### src/sv/msbbuf_pkg.sv
`default_nettype none
package msbbuf_pkg;

  localparam int unsigned BYTE_W  = 8;
  localparam int unsigned PTR_W   = 16;
  localparam int unsigned CNT_W   = 4;
  localparam int unsigned IN_W    = 32;
  localparam int unsigned OUT_W   = 48;
  localparam int unsigned BIT_CAP = 65528;

  localparam logic [PTR_W-1:0] RP_MAX = 16'hFFFF;
  localparam logic [CNT_W-1:0] FULL_COUNT = 4'd8;

  typedef enum logic [2:0] {
    KIND_WRITE    = 3'd0,
    KIND_READ     = 3'd1,
    KIND_ALIGN_WR = 3'd2,
    KIND_ALIGN_RD = 3'd3,
    KIND_SKIP_RD  = 3'd4,
    KIND_CLEAR    = 3'd5,
    KIND_SET_WP   = 3'd6
  } kind_e;

  typedef enum logic [1:0] {
    ST_OK        = 2'd0,
    ST_READ_FAIL = 2'd1,
    ST_FULL      = 2'd2
  } status_e;

  typedef enum logic [2:0] {
    S_IDLE,
    S_EXEC,
    S_WMRG,
    S_WHI,
    S_RLO,
    S_RHI
  } state_e;

  typedef enum logic [1:0] {
    WSEL_FULL,
    WSEL_MERGE,
    WSEL_HIGH
  } wsel_e;

  typedef struct packed {
    logic  load;
    logic  mem_req;
    logic  mem_we;
    logic  addr_hi;
    wsel_e wsel;
    logic  lo_cap;
    logic  fin;
  } cmd_t;

  typedef struct packed {
    kind_e kind;
    logic  write_go;
    logic  w_off_zero;
    logic  w_straddle;
    logic  read_go;
    logic  r_straddle;
    logic  out_free;
  } sts_t;

endpackage
`default_nettype wire

### src/sv/msbbuf_ctrl.sv
`default_nettype none
module msbbuf_ctrl (
  input  logic               clk_i,
  input  logic               rst_ni,
  input  logic               s_tvalid_i,
  output logic               s_tready_o,
  input  msbbuf_pkg::sts_t   sts_i,
  output msbbuf_pkg::cmd_t   cmd_o
);
  import msbbuf_pkg::*;

  state_e state_q, state_d;

  always_ff @(posedge clk_i or negedge rst_ni) begin
    if (!rst_ni) begin
      state_q <= S_IDLE;
    end else begin
      state_q <= state_d;
    end
  end

  always_comb begin
    state_d = state_q;
    unique case (state_q)
      S_IDLE: begin
        if (s_tvalid_i) state_d = S_EXEC;
      end
      S_EXEC: begin
        if (sts_i.out_free) begin
          state_d = S_IDLE;
          if (sts_i.kind == KIND_WRITE && sts_i.write_go && !sts_i.w_off_zero) begin
            state_d = S_WMRG;
          end else if (sts_i.kind == KIND_READ && sts_i.read_go) begin
            state_d = S_RLO;
          end
        end
      end
      S_WMRG: state_d = sts_i.w_straddle ? S_WHI : S_IDLE;
      S_WHI:  state_d = S_IDLE;
      S_RLO:  state_d = sts_i.r_straddle ? S_RHI : S_IDLE;
      S_RHI:  state_d = S_IDLE;
      default: state_d = S_IDLE;
    endcase
  end

  always_comb begin
    cmd_o      = '0;
    cmd_o.wsel = WSEL_FULL;
    s_tready_o = 1'b0;
    unique case (state_q)
      S_IDLE: begin
        s_tready_o = 1'b1;
        cmd_o.load = s_tvalid_i;
      end
      S_EXEC: begin
        if (sts_i.out_free) begin
          if (sts_i.kind == KIND_WRITE && sts_i.write_go) begin
            cmd_o.mem_req = 1'b1;
            if (sts_i.w_off_zero) begin
              // whole byte replaced, no merge needed
              cmd_o.mem_we = 1'b1;
              cmd_o.fin    = 1'b1;
            end
          end else if (sts_i.kind == KIND_READ && sts_i.read_go) begin
            cmd_o.mem_req = 1'b1;
          end else begin
            cmd_o.fin = 1'b1;
          end
        end
      end
      S_WMRG: begin
        cmd_o.mem_req = 1'b1;
        cmd_o.mem_we  = 1'b1;
        cmd_o.wsel    = WSEL_MERGE;
        cmd_o.fin     = !sts_i.w_straddle;
      end
      S_WHI: begin
        cmd_o.mem_req = 1'b1;
        cmd_o.mem_we  = 1'b1;
        cmd_o.addr_hi = 1'b1;
        cmd_o.wsel    = WSEL_HIGH;
        cmd_o.fin     = 1'b1;
      end
      S_RLO: begin
        cmd_o.lo_cap  = 1'b1;
        cmd_o.mem_req = sts_i.r_straddle;
        cmd_o.addr_hi = 1'b1;
        cmd_o.fin     = !sts_i.r_straddle;
      end
      S_RHI: begin
        cmd_o.fin = 1'b1;
      end
      default: begin
        cmd_o.fin = 1'b0;
      end
    endcase
  end

endmodule
`default_nettype wire

### config.mk
export PLATFORM = sky130hd
export DESIGN_NAME = msbbuf_ctrl
export DESIGN_NICKNAME = d
export VERILOG_FILES = /design/src/sv/msbbuf_pkg.sv /design/src/sv/msbbuf_ctrl.sv
export SDC_FILE = /design/constraint.sdc
export NUM_CORES = 1
export LEC_CHECK = 0
export BUFFER_PORTS_ARGS = -buffer_cell sky130_fd_sc_hd__buf_2
export CAP_MARGIN = 20
export CORE_AREA = 10 10 47 49
export CTS_CLUSTER_SIZE = 24
export DETAILED_ROUTE_END_ITERATION = 12
export DIE_AREA = 0 0 57 59
export GPL_TIMING_DRIVEN = 0
export HOLD_SLACK_MARGIN = 0.06
export PLACE_DENSITY_LB_ADDON = 0.25
export SETUP_SLACK_MARGIN = 0.5
export SLEW_MARGIN = 20
export SYNTH_ARGS = -nofsm -noshare
export SYNTH_HDL_FRONTEND = slang
export SYNTH_SLANG_ARGS = --single-unit
### constraint.sdc
create_clock -name clk_i -period 3.1 [get_ports clk_i]
set_input_delay 0.62 -clock clk_i [delete_from_list [all_inputs] [get_ports clk_i]]
set_output_delay 0.62 -clock clk_i [all_outputs]
set_load 0.1 [all_outputs]
==> flow_summary.toml <==
[layout]
antenna_cells = 0
largest_reg_flops = 3
largest-register = "state_q"
reg.largest.list = "state_q: 3 flops"
final_cell_mix = "22 x buf_2, 5 x nor2b_1, 4 x nor2_1, 4 x clkbuf_4"
area_delta_synth_final_pct = 49.5
drive_gt1_share_pct = 46.4
design_area_um2 = 514
final_net_count = 82
final_common_cell = "buf_2"

[logic_synthesis]
yosys.area.top_type = "dfrtp_1"
synth_edf_count = 0
ys_warn_count = 0
ys_seq_area_share_pct = 21.8
synth.distinct_cells = 24
avgSynthCellArea_um2 = 7.65
ys_async_sr_fraction_pct = 100
synthesis.area_um2 = 344
syn_inst = 45
synthTopCellsByArea = "dfrtp_1 22%, nor2b_1 9.1%, nand3b_1 6.5%, nor3b_1 6.5%, buf_2 4.4%"
synth_top_cell_area_share_pct = 21.8
synth_seq_cells = 3
syn_nets = 57
ys.flop_type = "dfrtp_1"

[drt]
drc = 0
viasPerCell = 5.19
avgRoutedWirePerCell_um = 13.9
drtIter0Drc = 23
wl_mm = 1.18
drtPass1Iterations = 4
ant_nets = 0
num_vias = 441

[critical_path]
path_cells = "buf_2 > nor4b_1 > a41oi_1 > nor2_1 > clkbuf_4"
start_kind = "input port"
crit_path_end_kind = "output port"
max_stage_delay_ns = 0.49
path_max_fanout = 4
crit_slowest_cell = "nor4b_1"
critPathKind = "input port to output port"
cp.arrival_ns = 1.87
cp_data_required_time_ns = 2.48

[clocking]
clock_sinks = 3
clk_pin_slew_ns = 0.04
cts_made_buffers = 3
ctsLongestPathBuffers = 2
cts_tree = "done"
cts_root_buf = "clkbuf_4"
htreeDepth = 1
clk_latency_ns = 0.24
cts_setup_buffers = 0

[global_routing]
antenna_found_initial = 0
grt_pass1_wl_mm = 2.05
grt_pass1_vias = 468
grt_max_degree = 11
gr-total-overflow = 0
grtUsageTotal_pct = 7.77

[floorplanning]
row_count = 14
fp.dieH_um = 59
dieArea_mm2 = 0.00336
ioPinCount = 21
core_area_mm2 = 0.00140
start_util_pct = 24.6
die_width_um = 57

[place]
globalplace.congestion = 0.772
place_area_um2 = 485
hpwlAfterDp_um = 947
numPortBuffers = 20

[status]
outcome = "completed"

[timing]
period_minus_slack_ns = 2.49
finClkSkew_ns = 0.00393
slew_headroom_pct = 65.3
hold_viol = 0
fmaxAchievable_mhz = 401
period_share_pct = 80.4
holdWs_ns = 0.163
worst_pin_slew_ns = 0.513
slew_viol_final = 0
rsz0062_at_grt = "false"
finalSetupViolCount = 0

[min_path]
hold_path_class = "input port to asynchronous set/reset pin"

[power_and_ir_drop]
power_density_mw_per_mm2 = 469
power_frac_comb_pct = 50.8
clkPwrFrac_pct = 29.7
pwr-share-seq_pct = 19.5
leakagePower_uw = 0.000250
intPower_uw = 124
power.switching_uw = 118
ir_drop_mv = 0.234
p_sw_share_pct = 48.7

[flow_run]
maxCapViolations = 0
## stage by stage
step	setup TNS, ns	util (%)	instances	setup slack (ns)	power [uW]
floorplan	-0.249	-	45	-0.249	144
global placement	0	34.6	81	0.520	170
detailed placement	0	34.6	81	0.519	170
CTS	0	36.5	85	0.503	241
global route	0	36.7	85	0.502	260
finish	0	36.7	85	0.606	241
## synth_stat cells (all sizes together), types with 2 or more instances
cell type / number
and2: 2
buf: 3
dfrtp: 3
nand2: 2
nand2b: 2
nand3: 2
nand3b: 3
nor2: 4
nor2b: 5
nor3: 2
nor3b: 3
or2: 2
## cell families (layout without fill, tap and decap cells)
logic type / Yosys count / after routing / synth area share [%]
buffers and inverters: 3 / 27 / 4.36
multiplexers: 1 / 1 / 2.91
AND/OR/NAND/NOR: 30 / 30 / 52.0
flip-flops: 3 / 3 / 21.8
AO/OA/AOI/OAI: 8 / 8 / 18.9
## power by group through the flow
| stage | Combinational (uW) | Sequential (uW) | Clock [uW] |
|---|---|---|---|
| 2_1_floorplan | 98.7 | 45.8 | 0 |
| 3_3_place_gp | 122 | 47.3 | 0 |
| 3_5_place_dp | 123 | 47.2 | 0 |
| 4_1_cts | 123 | 46.8 | 71.6 |
| 5_1_grt | 131 | 47.2 | 81.5 |
| 6_report | 123 | 47.0 | 71.7 |
## final timing paths
kind / start / to / slack [ns] / cells past startpoint
setup / recovery: sts_i[6] / cmd_o[5] / 0.61 / 5
hold / removal: rst_ni / state_q[1]$_DFFE_PN0P_ / 0.16 / 1
setup reg to reg: state_q[0]$_DFFE_PN0P_ / state_q[2]$_DFFE_PN0P_ / 1.87 / 3
hold reg to reg: state_q[2]$_DFFE_PN0P_ / state_q[2]$_DFFE_PN0P_ / 0.64 / 3
max in group asynchronous: rst_ni / state_q[0]$_DFFE_PN0P_ / 2.83 / 1
min in group clk_i: sts_i[3] / state_q[0]$_DFFE_PN0P_ / 0.61 / 3
## critical path: cells and delay by family
family	cells	cell delay, ns
and+or+nand+nor	2	0.60
buffers and inverters	2	0.46
AOI/OAI and AO/OA	1	0.19
## repair_timing
item / CTS / global route
hold buffers: 0 / 0
setup endpoints to repair: 0 / 1
resized for setup: 0 / 1
## cell type report
| cell class | count | area [um^2] |
|---|---|---|
| Multi-Input combinational cell | 39 | 275 |
| Tap cell | 16 | 20.0 |
| Timing Repair Buffer | 20 | 103 |
| Buffer | 3 | 15.0 |
| Clock buffer | 4 | 26.3 |
| Fill cell | 157 | 887 |
| Sequential cell | 3 | 75.1 |
## metal layers
metal	vias to the layer above	share of wire, %	GRT usage (%)
met5	-	0	0
met4	0	2.9	6.04
met1	207	44	7.58
met3	4	5.1	3.43
li1	215	-	-
met2	15	48	12.7
No activity file was read; power rests on OpenSTA's default activity.
